===== src/rtl/core/ax25_hdlc_tx_framer_macros.svh =====
// Assertion macros shared by the AX.25 transmit framer RTL.
`ifndef AX25_HDLC_TX_FRAMER_MACROS_SVH
`define AX25_HDLC_TX_FRAMER_MACROS_SVH
`ifndef SYNTHESIS
// same-cycle implication, clocked on clk, off while in reset
`define AX25_ASSERT_IMM(lbl, ante, cons, msg) \
	lbl: assert property (@(posedge clk) disable iff (!arst_n) (ante) |-> (cons)) \
		else $error(msg);
// next-cycle implication
`define AX25_ASSERT_NXT(lbl, ante, cons, msg) \
	lbl: assert property (@(posedge clk) disable iff (!arst_n) (ante) |=> (cons)) \
		else $error(msg);
`else
`define AX25_ASSERT_IMM(lbl, ante, cons, msg)
`define AX25_ASSERT_NXT(lbl, ante, cons, msg)
`endif
`endif


===== src/rtl/core/ax25tx_pkg.sv =====
// Types, constants and helper functions for the AX.25 HDLC transmit framer.
package ax25tx_pkg;

	parameter int unsigned MAX_FLAGS  = 16;
	parameter int unsigned FLAG_CNT_W = $clog2(MAX_FLAGS + 1);

	parameter int unsigned CFG_W     = 5;
	parameter int unsigned CFG_IDX_W = 1;
	parameter logic [CFG_IDX_W-1:0] REG_PREAMBLE  = 1'd0;
	parameter logic [CFG_IDX_W-1:0] REG_POSTAMBLE = 1'd1;
	parameter logic [CFG_W-1:0]     CFG_RESET     = 5'd8;

	parameter logic [7:0]  FLAG_BYTE = 8'h7E;
	parameter logic [15:0] CRC_INIT  = 16'hFFFF;
	parameter logic [15:0] CRC_POLY  = 16'h8408;

	// stuffed chunk: 8 data bits plus up to two inserted zeros
	parameter int unsigned CHUNK_W = 10;
	parameter int unsigned LEN_W   = 4;
	// leftover bits after one byte is taken from a merged chunk
	parameter int unsigned PEND_W  = 9;
	parameter int unsigned CNT_W   = 4;
	parameter int unsigned MERGE_W = 17;

	typedef struct packed {
		logic [7:0] body_byte;
		logic       frame_end;
	} in_t;

	typedef struct packed {
		logic [7:0] line_byte;
		logic       run_last;
		logic       frame_done;
	} out_t;

	typedef enum logic [5:0] {
		P_PRE  = 6'b000001,
		P_BODY = 6'b000010,
		P_FCS0 = 6'b000100,
		P_FCS1 = 6'b001000,
		P_POST = 6'b010000,
		P_PAD  = 6'b100000
	} phase_t;

	typedef struct packed {
		logic               step;
		logic               load;
		logic               pad;
		logic [CHUNK_W-1:0] chunk;
		logic [LEN_W-1:0]   len;
	} pk_ctl_t;

	typedef struct packed {
		logic             drain;
		logic [7:0]       line_byte;
		logic [CNT_W-1:0] cnt_next;
	} pk_stat_t;

	typedef struct packed {
		logic upd;
		logic clr;
	} crc_ctl_t;

	typedef struct packed {
		logic [CHUNK_W-1:0] bits;
		logic [LEN_W-1:0]   len;
		logic [2:0]         ones;
	} stuff_t;

	// zero insertion after five ones, LSB first; run count carried in and out
	function automatic stuff_t stuff_byte(input logic [7:0] b, input logic [2:0] ones_in);
		stuff_t r;
		logic [2:0] ones;
		logic [LEN_W-1:0] pos;
		r.bits = '0;
		ones = ones_in;
		pos = '0;
		for (int k = 0; k < 8; k++) begin
			r.bits[pos] = b[k];
			pos = pos + LEN_W'(1);
			if (b[k]) begin
				if (ones == 3'd4) begin
					pos = pos + LEN_W'(1);
					ones = '0;
				end else begin
					ones = ones + 3'd1;
				end
			end else begin
				ones = '0;
			end
		end
		r.len = pos;
		r.ones = ones;
		return r;
	endfunction

	// reflected CRC-16, one byte LSB first
	function automatic logic [15:0] crc_byte(input logic [15:0] c_in, input logic [7:0] b);
		logic [15:0] c;
		c = c_in;
		for (int k = 0; k < 8; k++) begin
			if (c[0] ^ b[k])
				c = (c >> 1) ^ CRC_POLY;
			else
				c = c >> 1;
		end
		return c;
	endfunction

	function automatic logic [FLAG_CNT_W-1:0] sat_flags(input logic [CFG_W-1:0] v);
		if (32'(v) > MAX_FLAGS)
			return FLAG_CNT_W'(MAX_FLAGS);
		else
			return FLAG_CNT_W'(v);
	endfunction

endpackage


===== src/rtl/core/ax25tx_crc.sv =====
// Running frame check sequence register.
`include "ax25_hdlc_tx_framer_macros.svh"
module ax25tx_crc (
	input  logic                clk,
	input  logic                arst_n,
	input  ax25tx_pkg::crc_ctl_t ctl,
	input  logic [7:0]          data,
	output logic [15:0]         crc
);

	logic [15:0] crc_q;

	always_ff @(posedge clk or negedge arst_n) begin
		if (!arst_n) begin
			crc_q <= ax25tx_pkg::CRC_INIT;
		end else if (ctl.clr) begin
			crc_q <= ax25tx_pkg::CRC_INIT;
		end else if (ctl.upd) begin
			crc_q <= ax25tx_pkg::crc_byte(crc_q, data);
		end
	end

	assign crc = crc_q;

	`AX25_ASSERT_NXT(a_crc_clear, ctl.clr, crc_q == ax25tx_pkg::CRC_INIT, "crc not reinitialized")

endmodule


===== src/rtl/core/ax25tx_packer.sv =====
// Line bit packer: merges stuffed chunks and hands out one byte per step.
`include "ax25_hdlc_tx_framer_macros.svh"
module ax25tx_packer (
	input  logic                 clk,
	input  logic                 arst_n,
	input  ax25tx_pkg::pk_ctl_t  ctl,
	output ax25tx_pkg::pk_stat_t stat
);

	logic [ax25tx_pkg::PEND_W-1:0]  pend_q, pend_n;
	logic [ax25tx_pkg::CNT_W-1:0]   cnt_q, cnt_n;
	logic [ax25tx_pkg::MERGE_W-1:0] merged;
	logic [ax25tx_pkg::CNT_W:0]     total;

	always_comb begin
		merged = ax25tx_pkg::MERGE_W'(pend_q)
			| (ax25tx_pkg::MERGE_W'(ctl.chunk) << cnt_q);
		total = (ax25tx_pkg::CNT_W+1)'(cnt_q) + (ax25tx_pkg::CNT_W+1)'(ctl.len);
		stat.drain = cnt_q >= ax25tx_pkg::CNT_W'(8);
		if (stat.drain) begin
			// a full byte is already waiting
			stat.line_byte = pend_q[7:0];
			pend_n = pend_q >> 8;
			cnt_n = cnt_q - ax25tx_pkg::CNT_W'(8);
		end else if (ctl.load) begin
			stat.line_byte = merged[7:0];
			pend_n = merged[ax25tx_pkg::MERGE_W-1:8];
			cnt_n = ax25tx_pkg::CNT_W'(total - (ax25tx_pkg::CNT_W+1)'(8));
		end else begin
			// closing byte, upper bits are already zero
			stat.line_byte = pend_q[7:0];
			pend_n = '0;
			cnt_n = '0;
		end
		stat.cnt_next = cnt_n;
	end

	always_ff @(posedge clk or negedge arst_n) begin
		if (!arst_n) begin
			pend_q <= '0;
			cnt_q <= '0;
		end else if (ctl.step) begin
			pend_q <= pend_n;
			cnt_q <= cnt_n;
		end
	end

	`AX25_ASSERT_IMM(a_cnt_bound, 1'b1, cnt_q <= ax25tx_pkg::CNT_W'(ax25tx_pkg::PEND_W), "bit count overrun")
	`AX25_ASSERT_NXT(a_pad_empty, ctl.step && ctl.pad && !stat.drain, cnt_q == '0 && pend_q == '0, "pad left bits")

endmodule


===== src/rtl/core/ax25tx_seq.sv =====
// Frame sequencer: flag, body, FCS and pad phases, stuffing and end marks.
`include "ax25_hdlc_tx_framer_macros.svh"
module ax25tx_seq (
	input  logic                         clk,
	input  logic                         arst_n,
	input  logic                         start,
	input  logic                         item_vld,
	input  ax25tx_pkg::in_t              item,
	input  logic                         advance,
	input  logic [ax25tx_pkg::CFG_W-1:0] pre_cfg,
	input  logic [ax25tx_pkg::CFG_W-1:0] post_cfg,
	input  logic [15:0]                  crc,
	input  ax25tx_pkg::pk_stat_t         stat,
	output ax25tx_pkg::pk_ctl_t          ctl,
	output ax25tx_pkg::crc_ctl_t         crc_ctl,
	output ax25tx_pkg::out_t             result,
	output logic                         step,
	output logic                         done
);

	ax25tx_pkg::phase_t phase_q, phase_n;
	logic [ax25tx_pkg::FLAG_CNT_W-1:0] flag_cnt_q, flag_n, pre_n, post_n;
	logic [2:0] ones_q;
	logic       in_frame_q, in_frame_eff;
	logic       consumed, stuffing, frame_close;
	logic [7:0] src;
	ax25tx_pkg::stuff_t st;

	assign pre_n  = ax25tx_pkg::sat_flags(pre_cfg);
	assign post_n = ax25tx_pkg::sat_flags(post_cfg);
	assign step   = item_vld && advance;

	always_comb begin
		src = item.body_byte;
		stuffing = 1'b0;
		ctl.load = 1'b1;
		ctl.pad = 1'b0;
		case (phase_q)
			ax25tx_pkg::P_PRE, ax25tx_pkg::P_POST: begin
				src = ax25tx_pkg::FLAG_BYTE;
			end
			ax25tx_pkg::P_BODY: begin
				src = item.body_byte;
				stuffing = 1'b1;
			end
			ax25tx_pkg::P_FCS0: begin
				src = ~crc[7:0];
				stuffing = 1'b1;
			end
			ax25tx_pkg::P_FCS1: begin
				src = ~crc[15:8];
				stuffing = 1'b1;
			end
			ax25tx_pkg::P_PAD: begin
				ctl.load = 1'b0;
				ctl.pad = 1'b1;
			end
			default: begin
				ctl.load = 1'b0;
				ctl.pad = 1'b1;
			end
		endcase
		st = ax25tx_pkg::stuff_byte(src, ones_q);
		ctl.step = step;
		if (stuffing) begin
			ctl.chunk = st.bits;
			ctl.len = st.len;
		end else begin
			// flags go out unstuffed
			ctl.chunk = ax25tx_pkg::CHUNK_W'(src);
			ctl.len = ax25tx_pkg::LEN_W'(8);
		end
	end

	assign consumed = step && !stat.drain && ctl.load;

	always_comb begin
		phase_n = phase_q;
		flag_n = flag_cnt_q;
		if (consumed) begin
			case (phase_q)
				ax25tx_pkg::P_PRE: begin
					flag_n = flag_cnt_q - ax25tx_pkg::FLAG_CNT_W'(1);
					if (flag_cnt_q == ax25tx_pkg::FLAG_CNT_W'(1))
						phase_n = ax25tx_pkg::P_BODY;
				end
				ax25tx_pkg::P_BODY: begin
					phase_n = item.frame_end ? ax25tx_pkg::P_FCS0 : ax25tx_pkg::P_PAD;
				end
				ax25tx_pkg::P_FCS0: begin
					phase_n = ax25tx_pkg::P_FCS1;
				end
				ax25tx_pkg::P_FCS1: begin
					if (post_n != '0) begin
						phase_n = ax25tx_pkg::P_POST;
						flag_n = post_n;
					end else begin
						phase_n = ax25tx_pkg::P_PAD;
					end
				end
				ax25tx_pkg::P_POST: begin
					flag_n = flag_cnt_q - ax25tx_pkg::FLAG_CNT_W'(1);
					if (flag_cnt_q == ax25tx_pkg::FLAG_CNT_W'(1))
						phase_n = ax25tx_pkg::P_PAD;
				end
				default: begin
					phase_n = ax25tx_pkg::P_PAD;
				end
			endcase
		end
	end

	// item ends once no chunk is left and the bits held back are its own
	assign done = step && (phase_n == ax25tx_pkg::P_PAD)
		&& (item.frame_end ? (stat.cnt_next == '0)
			: (stat.cnt_next < ax25tx_pkg::CNT_W'(8)));
	assign frame_close  = done && item.frame_end;
	assign in_frame_eff = in_frame_q && !frame_close;

	assign crc_ctl.upd = consumed && (phase_q == ax25tx_pkg::P_BODY);
	assign crc_ctl.clr = frame_close;

	assign result.line_byte  = stat.line_byte;
	assign result.run_last   = done;
	assign result.frame_done = frame_close;

	always_ff @(posedge clk or negedge arst_n) begin
		if (!arst_n) begin
			phase_q <= ax25tx_pkg::P_PAD;
			flag_cnt_q <= '0;
			ones_q <= '0;
			in_frame_q <= 1'b0;
		end else begin
			if (frame_close) begin
				in_frame_q <= 1'b0;
				ones_q <= '0;
			end else if (consumed && stuffing) begin
				ones_q <= st.ones;
			end
			if (start) begin
				in_frame_q <= 1'b1;
				flag_cnt_q <= pre_n;
				if (!in_frame_eff && pre_n != '0)
					phase_q <= ax25tx_pkg::P_PRE;
				else
					phase_q <= ax25tx_pkg::P_BODY;
			end else if (step) begin
				phase_q <= phase_n;
				flag_cnt_q <= flag_n;
			end
		end
	end

	`AX25_ASSERT_NXT(a_frame_close, frame_close && !start, !in_frame_q && ones_q == '0, "frame state not closed")

endmodule


===== src/rtl/core/ax25_hdlc_tx_framer.sv =====
// Top level of the AX.25 HDLC transmit framer: ports, config, item and result registers.
// A request passes the item register, then its first line byte passes the result register.
// Throughput: one line byte per cycle while out_ready does not hold the result register;
// a frame's line bytes are its preamble flags, stuffed body and FCS bytes, postamble flags and any pad byte.
// Reset (arst_n low, async): frame state, packer, handshakes clear; CRC all ones; flags 8.
`include "ax25_hdlc_tx_framer_macros.svh"
module ax25_hdlc_tx_framer (
	input  logic                             clk,
	input  logic                             arst_n,
	input  logic                             in_valid,
	output logic                             in_ready,
	input  ax25tx_pkg::in_t                  in_data,
	output logic                             out_valid,
	input  logic                             out_ready,
	output ax25tx_pkg::out_t                 out_data,
	input  logic                             cfg_valid,
	output logic                             cfg_ready,
	input  logic [ax25tx_pkg::CFG_IDX_W-1:0] cfg_index,
	input  logic [ax25tx_pkg::CFG_W-1:0]     cfg_data
);

	// flag counts; only rewrite them between frames (the block itself does not enforce it)
	logic [ax25tx_pkg::CFG_W-1:0] pre_q, post_q;

	// request under work; the next one may enter in the cycle this one ends
	ax25tx_pkg::in_t item_s1;
	logic            item_vld_s1;

	// result register parts the sequencer from the output side
	ax25tx_pkg::out_t out_q;
	logic             out_vld_q;

	logic                 accept, advance, step, done;
	logic [15:0]          crc;
	ax25tx_pkg::pk_ctl_t  pk_ctl;
	ax25tx_pkg::pk_stat_t pk_stat;
	ax25tx_pkg::crc_ctl_t crc_ctl;
	ax25tx_pkg::out_t     result;

	assign cfg_ready = 1'b1;
	assign advance   = !out_vld_q || out_ready;
	assign in_ready  = !item_vld_s1 || done;
	assign accept    = in_valid && in_ready;

	always_ff @(posedge clk or negedge arst_n) begin
		if (!arst_n) begin
			pre_q <= ax25tx_pkg::CFG_RESET;
			post_q <= ax25tx_pkg::CFG_RESET;
		end else if (cfg_valid) begin
			case (cfg_index)
				ax25tx_pkg::REG_PREAMBLE:  pre_q <= cfg_data;
				ax25tx_pkg::REG_POSTAMBLE: post_q <= cfg_data;
				default: ;
			endcase
		end
	end

	always_ff @(posedge clk or negedge arst_n) begin
		if (!arst_n) begin
			item_vld_s1 <= 1'b0;
		end else if (accept) begin
			item_vld_s1 <= 1'b1;
		end else if (done) begin
			item_vld_s1 <= 1'b0;
		end
	end

	always_ff @(posedge clk) begin
		if (accept)
			item_s1 <= in_data;
	end

	// every sequencer step emits exactly one line byte
	always_ff @(posedge clk or negedge arst_n) begin
		if (!arst_n) begin
			out_vld_q <= 1'b0;
		end else if (step) begin
			out_vld_q <= 1'b1;
		end else if (out_ready) begin
			out_vld_q <= 1'b0;
		end
	end

	always_ff @(posedge clk) begin
		if (step)
			out_q <= result;
	end

	assign out_valid = out_vld_q;
	assign out_data  = out_q;

	ax25tx_seq u_seq (
		.clk      (clk),
		.arst_n   (arst_n),
		.start    (accept),
		.item_vld (item_vld_s1),
		.item     (item_s1),
		.advance  (advance),
		.pre_cfg  (pre_q),
		.post_cfg (post_q),
		.crc      (crc),
		.stat     (pk_stat),
		.ctl      (pk_ctl),
		.crc_ctl  (crc_ctl),
		.result   (result),
		.step     (step),
		.done     (done)
	);

	ax25tx_packer u_packer (
		.clk    (clk),
		.arst_n (arst_n),
		.ctl    (pk_ctl),
		.stat   (pk_stat)
	);

	ax25tx_crc u_crc (
		.clk    (clk),
		.arst_n (arst_n),
		.ctl    (crc_ctl),
		.data   (item_s1.body_byte),
		.crc    (crc)
	);

	`AX25_ASSERT_NXT(a_item_held, item_vld_s1 && !done, item_vld_s1 && $stable(item_s1), "request dropped")

endmodule

===== config.mk =====
export PLATFORM = sky130hd
export DESIGN_NAME = ax25_hdlc_tx_framer
export DESIGN_NICKNAME = d
export VERILOG_FILES = /design/src/rtl/core/ax25tx_pkg.sv /design/src/rtl/core/ax25tx_crc.sv /design/src/rtl/core/ax25tx_packer.sv /design/src/rtl/core/ax25tx_seq.sv /design/src/rtl/core/ax25_hdlc_tx_framer.sv
export VERILOG_INCLUDE_DIRS = /design/src /design/src/rtl/core
export SDC_FILE = /design/constraint.sdc
export NUM_CORES = 1
export LEC_CHECK = 0
export ABC_AREA = 1
export BUFFER_PORTS_ARGS = -buffer_cell sky130_fd_sc_hd__buf_4
export CAP_MARGIN = 20
export CORE_AREA = 2 2 157 159
export DETAILED_ROUTE_END_ITERATION = 10
export DIE_AREA = 0 0 159 161
export PLACE_DENSITY_LB_ADDON = 0.1
export REMOVE_ABC_BUFFERS = 1
export SETUP_SLACK_MARGIN = 0.3
export SLEW_MARGIN = 20
export SYNTH_ARGS = -nofsm -noshare
export SYNTH_HDL_FRONTEND = slang
export SYNTH_SLANG_ARGS = --single-unit

===== constraint.sdc =====
create_clock -name clk -period 14.05 [get_ports clk]
set_input_delay 0.7025 -clock clk [delete_from_list [all_inputs] [get_ports clk]]
set_output_delay 0.7025 -clock clk [all_outputs]
set_load 0.01 [all_outputs]

### Word level (Yosys, flattened, before mapping)

Index checks and enable logic that the tools add are counted.

| word-level totals | value |
|---|---|
| register bits | 75 |
| output and inout bits | 13 |

| cells by class | value |
|---|---|
| $add $sub $neg | 26 |
| magnitude comparators | 18 |
| equality and inequality tests | 16 |
| shift operators | 1 |
| multiplexer cells | 112 |
| bitwise operators | 20 |
| reductions and logical operators | 42 |

Operator list:

| operator | count |
|---|---|
| 2-to-1 mux 16 bit | 24 |
| bitwise mux 10 bit | 7 |
| 2-to-1 mux 4 bit | 17 |
| adder 4 x 1 -> 4 bit (second input constant) | 14 |
| 2-to-1 mux 3 bit | 18 |
| 2-to-1 mux 6 bit | 7 |
| less-than comparator 4 x 5 -> 1 bit (second input constant) | 7 |
| 2-to-1 mux 5 bit | 6 |
| case mux 6 bit (5 select lines) | 1 |
| demux 1 bit (select 4 bit) | 7 |
| >= comparator 4 x 1 -> 1 bit (second input constant) | 7 |
| adder 3 x 1 -> 3 bit (second input constant) | 8 |
| equality test 3 bit (second input constant) | 8 |
| NOT 2 -> 3 bit | 8 |
| case mux 8 bit (3 select lines) | 1 |
| logical AND 1 bit | 18 |
| 2-to-1 mux 9 bit | 2 |
| OR 9 x 17 -> 17 bit | 1 |
| << shifter 10 x 4 -> 17 bit | 1 |
| 2-to-1 mux 8 bit | 2 |
| NOT 8 bit | 2 |
| 2-to-1 mux 1 bit | 15 |
| 2-to-1 mux 14 bit | 1 |
| nonzero test 2 bit | 7 |
| 28 further kinds | 46 |

### Longest topological paths before layout

Gate-level depths: netlist (run 1).

| depth | value |
|---|---|
| depth in word-level cells | 71 |
| mapped depth | 61 |
| mapped depth without buffers | 60 |

### Cells and area by module

Synthesis (run 1) repeated with hierarchy kept, for this count alone.

| unflattened totals | value |
|---|---|
| cells, all modules | 1085 |
| area total of the unflattened synthesis | 7387.1 µm² |

By module, submodules not included:

| module | times used | cells an instance | area each (µm²) | sequential area each (µm²) |
|---|---|---|---|---|
| ax25tx_seq | 1 | 714 | 4150.2 | 376.6 |
| ax25tx_packer | 1 | 159 | 1113.6 | 325.3 |
| ax25_hdlc_tx_framer | 1 | 75 | 1077.3 | 873.3 |
| ax25tx_crc | 1 | 137 | 1046.0 | 420.4 |

### Worst setup path before layout (run 1)

Ideal clock, no wire load.

| timing path | value |
|---|---|
| path type | register -> output |
| from | register u_seq.phase_q[5] |
| to | output in_ready |
| arrival | 7718 ps |
| data required time | 13347 ps |
| setup slack | 5629 ps |
| cell stages (with the launch flop) | 55 |
| path buffers | 0 |
| path through | dfstp_2 nor2_2 nand3_1 nand2_2 inv_2 nand3_2 nand2_4 inv_2 nor3_1 inv_1 ha_1 nand3_2 nand2_2 nor2_1 inv_1 ha_1 nand3_2 nand2_1 [... 19 more ...] inv_1 nor2_1 inv_1 ha_1 nand4_1 nor2_2 nor2_1 nor3_1 ha_1 ha_1 inv_1 fa_1 o22ai_1 nor3_1 o2111ai_1 nor4_1 nand2_4 nand2_2 |

| on the way | value |
|---|---|
| word-level cells in the longest chain between the ends | 41 |
| elaborated cells on any way between the ends | 83 |
| classes of those cells | 22 x add/sub; 1 x order compare; 13 x eq/ne; 39 x mux; 8 x reduce/logical |

Ends and longest elaborated chain:

| what | RTL line | RTL |
|---|---|---|
| start: declaration | ax25tx_seq.sv:21 | `ax25tx_pkg::phase_t phase_q, phase_n;` |
| start signal: assignment | ax25tx_seq.sv:129 | `phase_q <= ax25tx_pkg::P_PAD;` |
| start signal: assignment | ax25tx_seq.sv:144 | `phase_q <= ax25tx_pkg::P_PRE;` |
| start signal: assignment | ax25tx_seq.sv:146 | `phase_q <= ax25tx_pkg::P_BODY;` |
| equality test 6 x 1 -> 1 bit or equality test 6 x 5 -> 1 bit (tied branches) | ax25tx_seq.sv:38, ax25tx_seq.sv:81 |  |
| OR reduction 2 bit (no line) | n/a |  |
| case mux 8 bit (3 select lines) | ax25tx_seq.sv:38 | `case (phase_q)` |
| 2-to-1 mux 4 bit | ax25tx_pkg.sv:81 | `if (b[k]) begin` |
| adder 4 x 1 -> 4 bit | ax25tx_pkg.sv:80 | `pos = pos + LEN_W'(1);` |
| adder 4 x 1 -> 4 bit | ax25tx_pkg.sv:83 | `pos = pos + LEN_W'(1);` |
| 2-to-1 mux 4 bit | ax25tx_pkg.sv:82 | `if (ones == 3'd4) begin` |
| 2-to-1 mux 4 bit | ax25tx_pkg.sv:81 |  |
| [... 25 more ...] | n/a |  |
| adder 4 bit | ax25tx_packer.sv:18 | `total = (ax25tx_pkg::CNT_W+1)'(cnt_q) + (ax25tx_pkg::CNT_W+1)'(ctl.len);` |
| subtractor 4 bit | ax25tx_packer.sv:28 | `cnt_n = ax25tx_pkg::CNT_W'(total - (ax25tx_pkg::CNT_W+1)'(8));` |
| 2-to-1 mux 4 bit | ax25tx_packer.sv:25 | `end else if (ctl.load) begin` |
| 2-to-1 mux 4 bit | ax25tx_packer.sv:20 | `if (stat.drain) begin` |
| less-than comparator 4 bit or logical NOT 4 bit (tied branches) | ax25tx_seq.sv:116, ax25tx_seq.sv:115 |  |
| 2-to-1 mux 1 bit | ax25tx_seq.sv:115 | `&& (item.frame_end ? (stat.cnt_next == '0)` |
| logical AND 1 bit * | ax25tx_seq.sv:115 |  |
| logical OR 1 bit * | ax25_hdlc_tx_framer.sv:42 | `assign in_ready = !item_vld_s1 \|\| done;` |
| end: declaration | ax25_hdlc_tx_framer.sv:11 | `output logic in_ready,` |

Mark *: on every way between the ends. The rest lies on a longest branch, timed or not.

### Final worst setup path (run 1)

| timing path | value |
|---|---|
| from | register u_seq.phase_q[5] |
| to | register u_seq.phase_q[1] |

| on the way | value |
|---|---|
| word-level cells in the longest chain between the ends | 47 |
| elaborated cells on any way between the ends | 93 |
| classes of those cells | 22 x add/sub; 1 x order compare; 13 x eq/ne; 42 x mux; 15 x reduce/logical |

Ends and longest elaborated chain:

| what | RTL line | RTL |
|---|---|---|
| equality test 6 x 1 -> 1 bit or equality test 6 x 5 -> 1 bit (tied branches) | ax25tx_seq.sv:38, ax25tx_seq.sv:81 |  |
| OR reduction 2 bit (no line) | n/a |  |
| case mux 8 bit (3 select lines) | ax25tx_seq.sv:38 |  |
| 2-to-1 mux 4 bit | ax25tx_pkg.sv:81 |  |
| adder 4 x 1 -> 4 bit | ax25tx_pkg.sv:80 |  |
| adder 4 x 1 -> 4 bit | ax25tx_pkg.sv:83 |  |
| 2-to-1 mux 4 bit | ax25tx_pkg.sv:82 |  |
| 2-to-1 mux 4 bit | ax25tx_pkg.sv:81 |  |
| [... 31 more ...] | n/a |  |
| logical AND 1 bit | ax25tx_seq.sv:115 |  |
| logical AND 1 bit | ax25tx_seq.sv:117 | `assign frame_close = done && item.frame_end;` |
| logical NOT 1 bit | ax25tx_seq.sv:118 | `assign in_frame_eff = in_frame_q && !frame_close;` |
| logical AND 1 bit | ax25tx_seq.sv:118 |  |
| logical NOT 1 bit | ax25tx_seq.sv:143 | `if (!in_frame_eff && pre_n != '0)` |
| logical AND 1 bit | ax25tx_seq.sv:143 |  |
| 2-to-1 mux 2 bit | ax25tx_seq.sv:143 |  |
| 2-to-1 mux 6 bit | ax25tx_seq.sv:140 | `if (start) begin` |

Several ways; a longest one is shown, not always the timed one. The select of a mux whose other input is x is not followed.
A chain may end at the register's enable or synchronous reset.

==> flow_metrics.env, run 1 <==
export IMPL_nets=1133
export IMPL_synth_cell_types=51
export IMPL_grt_pass1_wl_um=32800
export IMPL_htree_num_levels=3
export IMPL_min_path_type="in -> async"
export IMPL_core_area_um2=24000
export IMPL_cts_made_buffers=9
export IMPL_drv_cap=0
export IMPL_fin_crit_ns=9.99
export IMPL_finalWirelength_um=19600
export IMPL_synth_area_um2=7080
export IMPL_via_per_inst=4.69
export IMPL_drtIter0Drc=355
export IMPL_synth_area_leaders="nand2_1 17%, dfrtp_1 13%, ha_1 8.1%"
export IMPL_synth_edf_count=19
export IMPL_rsz0062_at_grt="no"
export IMPL_criticalPathCategory="reg -> reg"
export IMPL_setup_violations=0
export IMPL_min_period_over_period_pct=71.1
export IMPL_cts_setup_buffers=0
export IMPL_final_seq_area_um2=2000
export IMPL_syn2layout_area_growth_pct=12.3
export IMPL_yosys_warnings=0
export IMPL_cp_slowest_cell="nand3_1"
export IMPL_top_layer="met4"
export IMPL_insertedDiodeCount=0
export IMPL_hold_viol_final=0
export IMPL_final_layout_size_suffix_gt1_share_pct=15.0
export IMPL_root_buffer="clkbuf_16"
export IMPL_dp_hpwl_um=15600
export IMPL_wl_per_cell_um=14.1
export IMPL_overflow=0
export IMPL_async_flop_share_pct=74.7
export IMPL_r2r_cells=57
export IMPL_io_pin_count=33
export IMPL_clockBufferDepth=2
export IMPL_slew_headroom_pct=38.5
export IMPL_report_final_slew_viol_count=0
export IMPL_reg2reg_from="u_seq.phase_q[5]"
export IMPL_wl_met2_um=8920
export IMPL_synthTopCellsByCount="314 x nand2_1, 119 x inv_1, 110 x nand3_1"
export IMPL_grt_start_max_net_pins=57
export IMPL_grtUsageTotal_pct=15.7
export IMPL_r2r_end="u_seq.phase_q[1]"
export IMPL_rows=57
export IMPL_gp_congestion=0.794
export IMPL_fill_cells=2645
export IMPL_yosysMostFrequentCell="nand2_1"
export IMPL_dr_pass1_iters=5
export IMPL_cts_resized=0
export IMPL_pre_cts_ws_ns=4.04
export IMPL_ant_nets=0
export IMPL_endpoint_kind="flip-flop"
export IMPL_die_area_um2=25600
export IMPL_io_buffers=31
export IMPL_post_route_util_pct=33.2
export IMPL_worst_hold_slack_ns=0.422
export IMPL_ctsHoldBuffers=0
export IMPL_drc=0
export IMPL_synth_area_leader_cell="nand2_1"
export IMPL_clk_pin_slew_ns=0.06
export IMPL_synth_cells=1034
export IMPL_grt_pass1_vias=6326
export IMPL_setup_tns_final_ns=0
export IMPL_yosys_most_used_dff="dfrtp_1"
export IMPL_multi_input_area_um2=4470
export IMPL_grt_antenna_before_repair=0
export IMPL_max_clock_freq_ghz=0.100
export IMPL_tritoncts="yes"
export IMPL_vias=6540
export IMPL_critical_path_max_stage_delay_ns=0.79
export IMPL_status="finished, final reports clean"
export IMPL_synth_avg_cell_area_um2=6.84
export IMPL_netlist_area_leader_share_pct=16.7
export IMPL_rrSetupSlack_ns=4.06
export IMPL_crit_arrival_ns=10.23
export IMPL_fin_ws_ns=4.06
export IMPL_dieHeight_um=161
export IMPL_cts_sinks=75
export IMPL_m1WireLength_um=9960
export IMPL_ys_seq_area_share_pct=28.2
export IMPL_finalClockSkew_ns=0.00787
export IMPL_synth_seq_cells=75
export IMPL_crit_fanout=21
export IMPL_start_util_pct=29.5
export IMPL_crit_required_ns=14.29
export IMPL_wl_met3_um=555
export IMPL_critPathLaunchType="flip-flop"
export IMPL_clock_latency_ns=0.35
export IMPL_die_x_um=159
export IMPL_worstMarginPinSlew_ns=0.922
[placed cells by master, fill, tap and decap left out, types with 9 or more instances in the layout]
cell type and n:
o22ai_1 12, nand2_1 314, nor2_1 58, ha_1 46
dfstp_2 19, nand2_4 9, inv_2 19, xor2_1 13
clkbuf_16 9, inv_1 119, xnor2_1 17, o211ai_1 13
dfrtp_1 37, a21oi_1 10, o21ai_0 67, edfxtp_1 19
nand3_1 110, nor2_2 12, nand3_2 14, nand2_2 16
buf_4 31, nand4_1 25
[how the worst max path moves through the flow]
stage / startpoint / endpoint / cells after the start
floorplan: u_seq.phase_q[5] / u_seq.phase_q[1] / 56
global placement: u_seq.phase_q[5] / u_seq.phase_q[1] / 57
detailed placement: u_seq.phase_q[5] / u_seq.phase_q[1] / 57
CTS: u_seq.phase_q[5] / u_seq.phase_q[1] / 57
global route: u_seq.phase_q[5] / u_seq.phase_q[1] / 57
finish: u_seq.phase_q[5] / u_seq.phase_q[1] / 57
[state kept, by name (all words and copies together) (netlist names)]
name and flops:
u_seq.in_frame_q 1, u_seq.flag_cnt_q 5, u_crc.crc 16, out_data 10, u_packer.cnt_q 4, u_seq.phase_q 6, pre_q 5, u_seq.ones_q 3
out_valid 1, post_q 5, item_s1 9, u_packer.pend_q 9, item_vld_s1 1
[metrics by stage]
| step | cell area [µm²] | cells |
|---|---|---|
| after floorplan | 7020 | 1024 |
| after global placement | 7660 | 1379 |
| after detailed placement | 7660 | 1379 |
| after CTS | 7950 | 1395 |
| after global routing | 7950 | 1395 |
| final | 7950 | 1395 |
[routing by layer]
| layer | GRT usage [%] | vias to the layer above |
|---|---|---|
| met5 | 0 | - |
| met4 | 3.39 | 0 |
| met3 | 2.47 | 15 |
| met2 | 26.0 | 87 |
| met1 | 21.8 | 2993 |
| li1 | - | 3445 |
[worst max-delay path, delay by kind of cell (launching register included)]
| kind | cells | cell delay (ns) |
|---|---|---|
| DFF | 1 | 0.56 |
| and+or+nand+nor | 32 | 5.52 |
| buffers and inverters | 12 | 0.95 |
| AOI/OAI and AO/OA | 3 | 0.43 |
| adders and majority gates | 10 | 2.42 |
[cells by family (layout without fill, tap and decap cells)]
family	Yosys count	in the layout	synth area share, %
adders and majority gates	47	47	8.42
AOI/OAI and AO/OA	132	132	11.1
xor gates and xnor gates	30	30	3.71
and+or+nand+nor	586	586	39.6
other	2	7	0.106
DFF	75	75	28.2
buffers and inverters	162	194	8.91
[layout make-up]
type / instances / area share (%)
Multi-Input combinational cell: 802 / 56.3
Sequential cell: 75 / 25.1
Inverter: 147 / 7.04
Tap cell: 324 / 5.10
Timing Repair Buffer: 31 / 2.93
Clock buffer: 9 / 2.83
Clock inverter: 7 / 0.724
Power of run 1 is left out: the tool's default activity adds up to more than one toggle a clock period on the data nets, which glitch-free logic cannot reach.
==> inputs of run 2 (changes only) <==
--- a/config.mk
+++ b/config.mk
@@ -6,12 +6,12 @@
 export SDC_FILE = /design/constraint.sdc
 export NUM_CORES = 1
 export LEC_CHECK = 0
-export ABC_AREA = 1
+export ABC_AREA = 0
 export BUFFER_PORTS_ARGS = -buffer_cell sky130_fd_sc_hd__buf_4
 export CAP_MARGIN = 20
-export CORE_AREA = 2 2 157 159
+export CORE_AREA = 2 2 165 167
 export DETAILED_ROUTE_END_ITERATION = 10
-export DIE_AREA = 0 0 159 161
+export DIE_AREA = 0 0 167 169
 export PLACE_DENSITY_LB_ADDON = 0.1
 export REMOVE_ABC_BUFFERS = 1
 export SETUP_SLACK_MARGIN = 0.3
==> constraint.sdc (replaced) <==
create_clock -name clk -period 10 [get_ports clk]
set_input_delay 0.5 -clock clk [delete_from_list [all_inputs] [get_ports clk]]
set_output_delay 0.5 -clock clk [all_outputs]
set_load 0.01 [all_outputs]
==> flow_metrics.env, run 2 <==
export IMPL_status="finished, final reports clean"
export IMPL_die_area_um2=28200
export IMPL_rsz0062_at_grt="no"
export IMPL_synth_area_leader_cell="dfrtp_1"
export IMPL_async_flop_share_pct=74.7
export IMPL_root_buffer="clkbuf_16"
export IMPL_cts_made_buffers=9
export IMPL_hold_viol_final=0
export IMPL_criticalPathCategory="reg -> out"
export IMPL_yosys_most_used_dff="dfrtp_1"
export IMPL_synth_area_leaders="dfrtp_1 12%, ha_1 7.4%, edfxtp_1 7.3%"
export IMPL_setup_violations=0
export IMPL_htree_num_levels=3
export IMPL_via_per_inst=5.51
export IMPL_nets=1092
export IMPL_critPathLaunchType="flip-flop"
export IMPL_min_path_type="in -> async"
export IMPL_wl_per_cell_um=17.7
export IMPL_slew_headroom_pct=42.9
export IMPL_synth_cells=962
export IMPL_synth_avg_cell_area_um2=8.13
export IMPL_max_clock_freq_ghz=0.108
export IMPL_grt_pass1_vias=7117
export IMPL_core_area_um2=26500
export IMPL_final_cell_area_um2=9400
export IMPL_cp_slowest_cell="or4_4"
export IMPL_critical_path_max_stage_delay_ns=0.61
export IMPL_crit_required_ns=9.50
export IMPL_drc=0
export IMPL_rows=60
export IMPL_fin_ws_ns=0.734
export IMPL_setup_tns_final_ns=0
export IMPL_gp_congestion=0.828
export IMPL_io_pin_count=33
export IMPL_io_buffers=31
export IMPL_ys_seq_area_share_pct=25.5
export IMPL_crit_arrival_ns=8.77
export IMPL_clockBufferDepth=2
export IMPL_grt_start_max_net_pins=57
export IMPL_cts_sinks=75
export IMPL_overflow=0
export IMPL_synth_seq_cells=75
export IMPL_clk_pin_slew_ns=0.06
export IMPL_rrSetupSlack_ns=0.80
export IMPL_synth_edf_count=19
export IMPL_finalWirelength_um=24300
export IMPL_final_common_cell="nand2_1"
export IMPL_endpoint_kind="output port"
export IMPL_dpl_cell_area_um2=8490
export IMPL_worst_hold_slack_ns=0.209
export IMPL_dp_hpwl_um=18400
export IMPL_clock_latency_ns=0.35
export IMPL_crit_top_cell="nor2_1"
export IMPL_dr_pass1_iters=5
export IMPL_tritoncts="yes"
export IMPL_synth_cell_types=93
export IMPL_ant_nets=0
export IMPL_synth_area_um2=7820
export IMPL_drv_cap=0
export IMPL_fill_cells=2817
export IMPL_vias=7557
export IMPL_min_period_over_period_pct=92.7
export IMPL_drtIter0Drc=509
export IMPL_r2r_cells=45
export IMPL_die_x_um=167
export IMPL_finalClockSkew_ns=0.0103
export IMPL_grtUsageTotal_pct=16.8
export IMPL_yosysMostFrequentCell="nand2_1"
export IMPL_reg2reg_from="u_seq.phase_q[0]"
export IMPL_ctsHoldBuffers=0
export IMPL_final_cell_mix="114 x nand2_1, 94 x buf_4, 69 x nor2_1"
export IMPL_fin_crit_ns=9.27
export IMPL_synthTopCellsByCount="116 x nand2_1, 75 x nor2_1, 55 x o21ai_0"
export IMPL_dieHeight_um=169
export IMPL_final_layout_size_suffix_gt1_share_pct=23.0
export IMPL_start_util_pct=29.5
export IMPL_report_final_slew_viol_count=0
export IMPL_pre_cts_ws_ns=0.116
export IMPL_grt_antenna_before_repair=0
export IMPL_crit_fanout=7
export IMPL_yosys_warnings=0
export IMPL_r2r_end="u_seq.flag_cnt_q[1]"
export IMPL_insertedDiodeCount=0
export IMPL_netlist_area_leader_share_pct=11.8
export IMPL_worstMarginPinSlew_ns=0.845
export IMPL_grt_pass1_wl_um=38600
export IMPL_syn2layout_area_growth_pct=20.3
export IMPL_largest_reg_flops=16
run 2: repair_timing:
| action | 4_1_cts | 5_1_grt |
|---|---|---|
| pin swaps | 2 | 26 |
| setup endpoints to repair | 18 | 25 |
| setup buffers | 5 | 30 |
| resized for setup | 13 | 57 |
run 2: cell families (layout without fill, tap and decap cells):
logic type | Yosys count | after routing | share of synthesized area (%)
fa+ha+maj | 47 | 47 | 7.62
other cells | 2 | 7 | 0.0961
xor+xnor | 46 | 46 | 5.44
buf+inv | 111 | 174 | 6.32
simple gates | 359 | 359 | 22.9
flops | 75 | 75 | 25.5
mux | 42 | 42 | 5.94
compound gates | 280 | 280 | 26.2
run 2: layout make-up:
| type | count | area, µm² | share of cell area, % |
|---|---|---|---|
| well taps | 341 | 427 | 4.54 |
| clock buffers | 9 | 225 | 2.39 |
| clock inverters | 7 | 83.8 | 0.891 |
| repair buffers | 98 | 778 | 8.28 |
| inverters | 60 | 243 | 2.58 |
| multi-input cells | 781 | 5650 | 60.0 |
| flip-flops and latches | 75 | 2000 | 21.3 |
run 2: how the worst max path moves through the flow:
stage | from | endpoint | depth (start not counted)
floorplan | u_seq.phase_q[0] | item_s1[0] | 38
global placement | u_seq.phase_q[2] | item_s1[5] | 44
detailed placement | u_seq.phase_q[2] | u_seq.flag_cnt_q[0] | 45
CTS | u_seq.phase_q[1] | in_ready | 42
global route | u_seq.phase_q[0] | in_ready | 43
finish | u_seq.phase_q[0] | in_ready | 43
run 2: worst max-delay path, delay by kind of cell (launching register included):
kind,cells,cell delay (ns)
and+or+nand+nor,15,2.60
adders and majority gates,7,1.86
buffers and inverters,6,0.59
DFF,1,0.44
AOI/OAI and AO/OA,14,2.74
xor gates and xnor gates,1,0.15
run 2: stage by stage:
stage / utilization [%] / std cells
floorplan: - / 916
finish: 35.5 / 1371
global placement: 32.1 / 1320
CTS: 33.5 / 1341
global route: 35.5 / 1371
detailed placement: 32.1 / 1320
run 2: per-layer routing:
metal	track usage [%]	share of wire, %	up-vias
li1	-	-	3712
met4	4.99	2.0	0
met5	0	0	-
met3	2.29	3.1	33
met1	23.5	48	3656
met2	27.1	47	156
Power of run 2 is left out for the same reason.
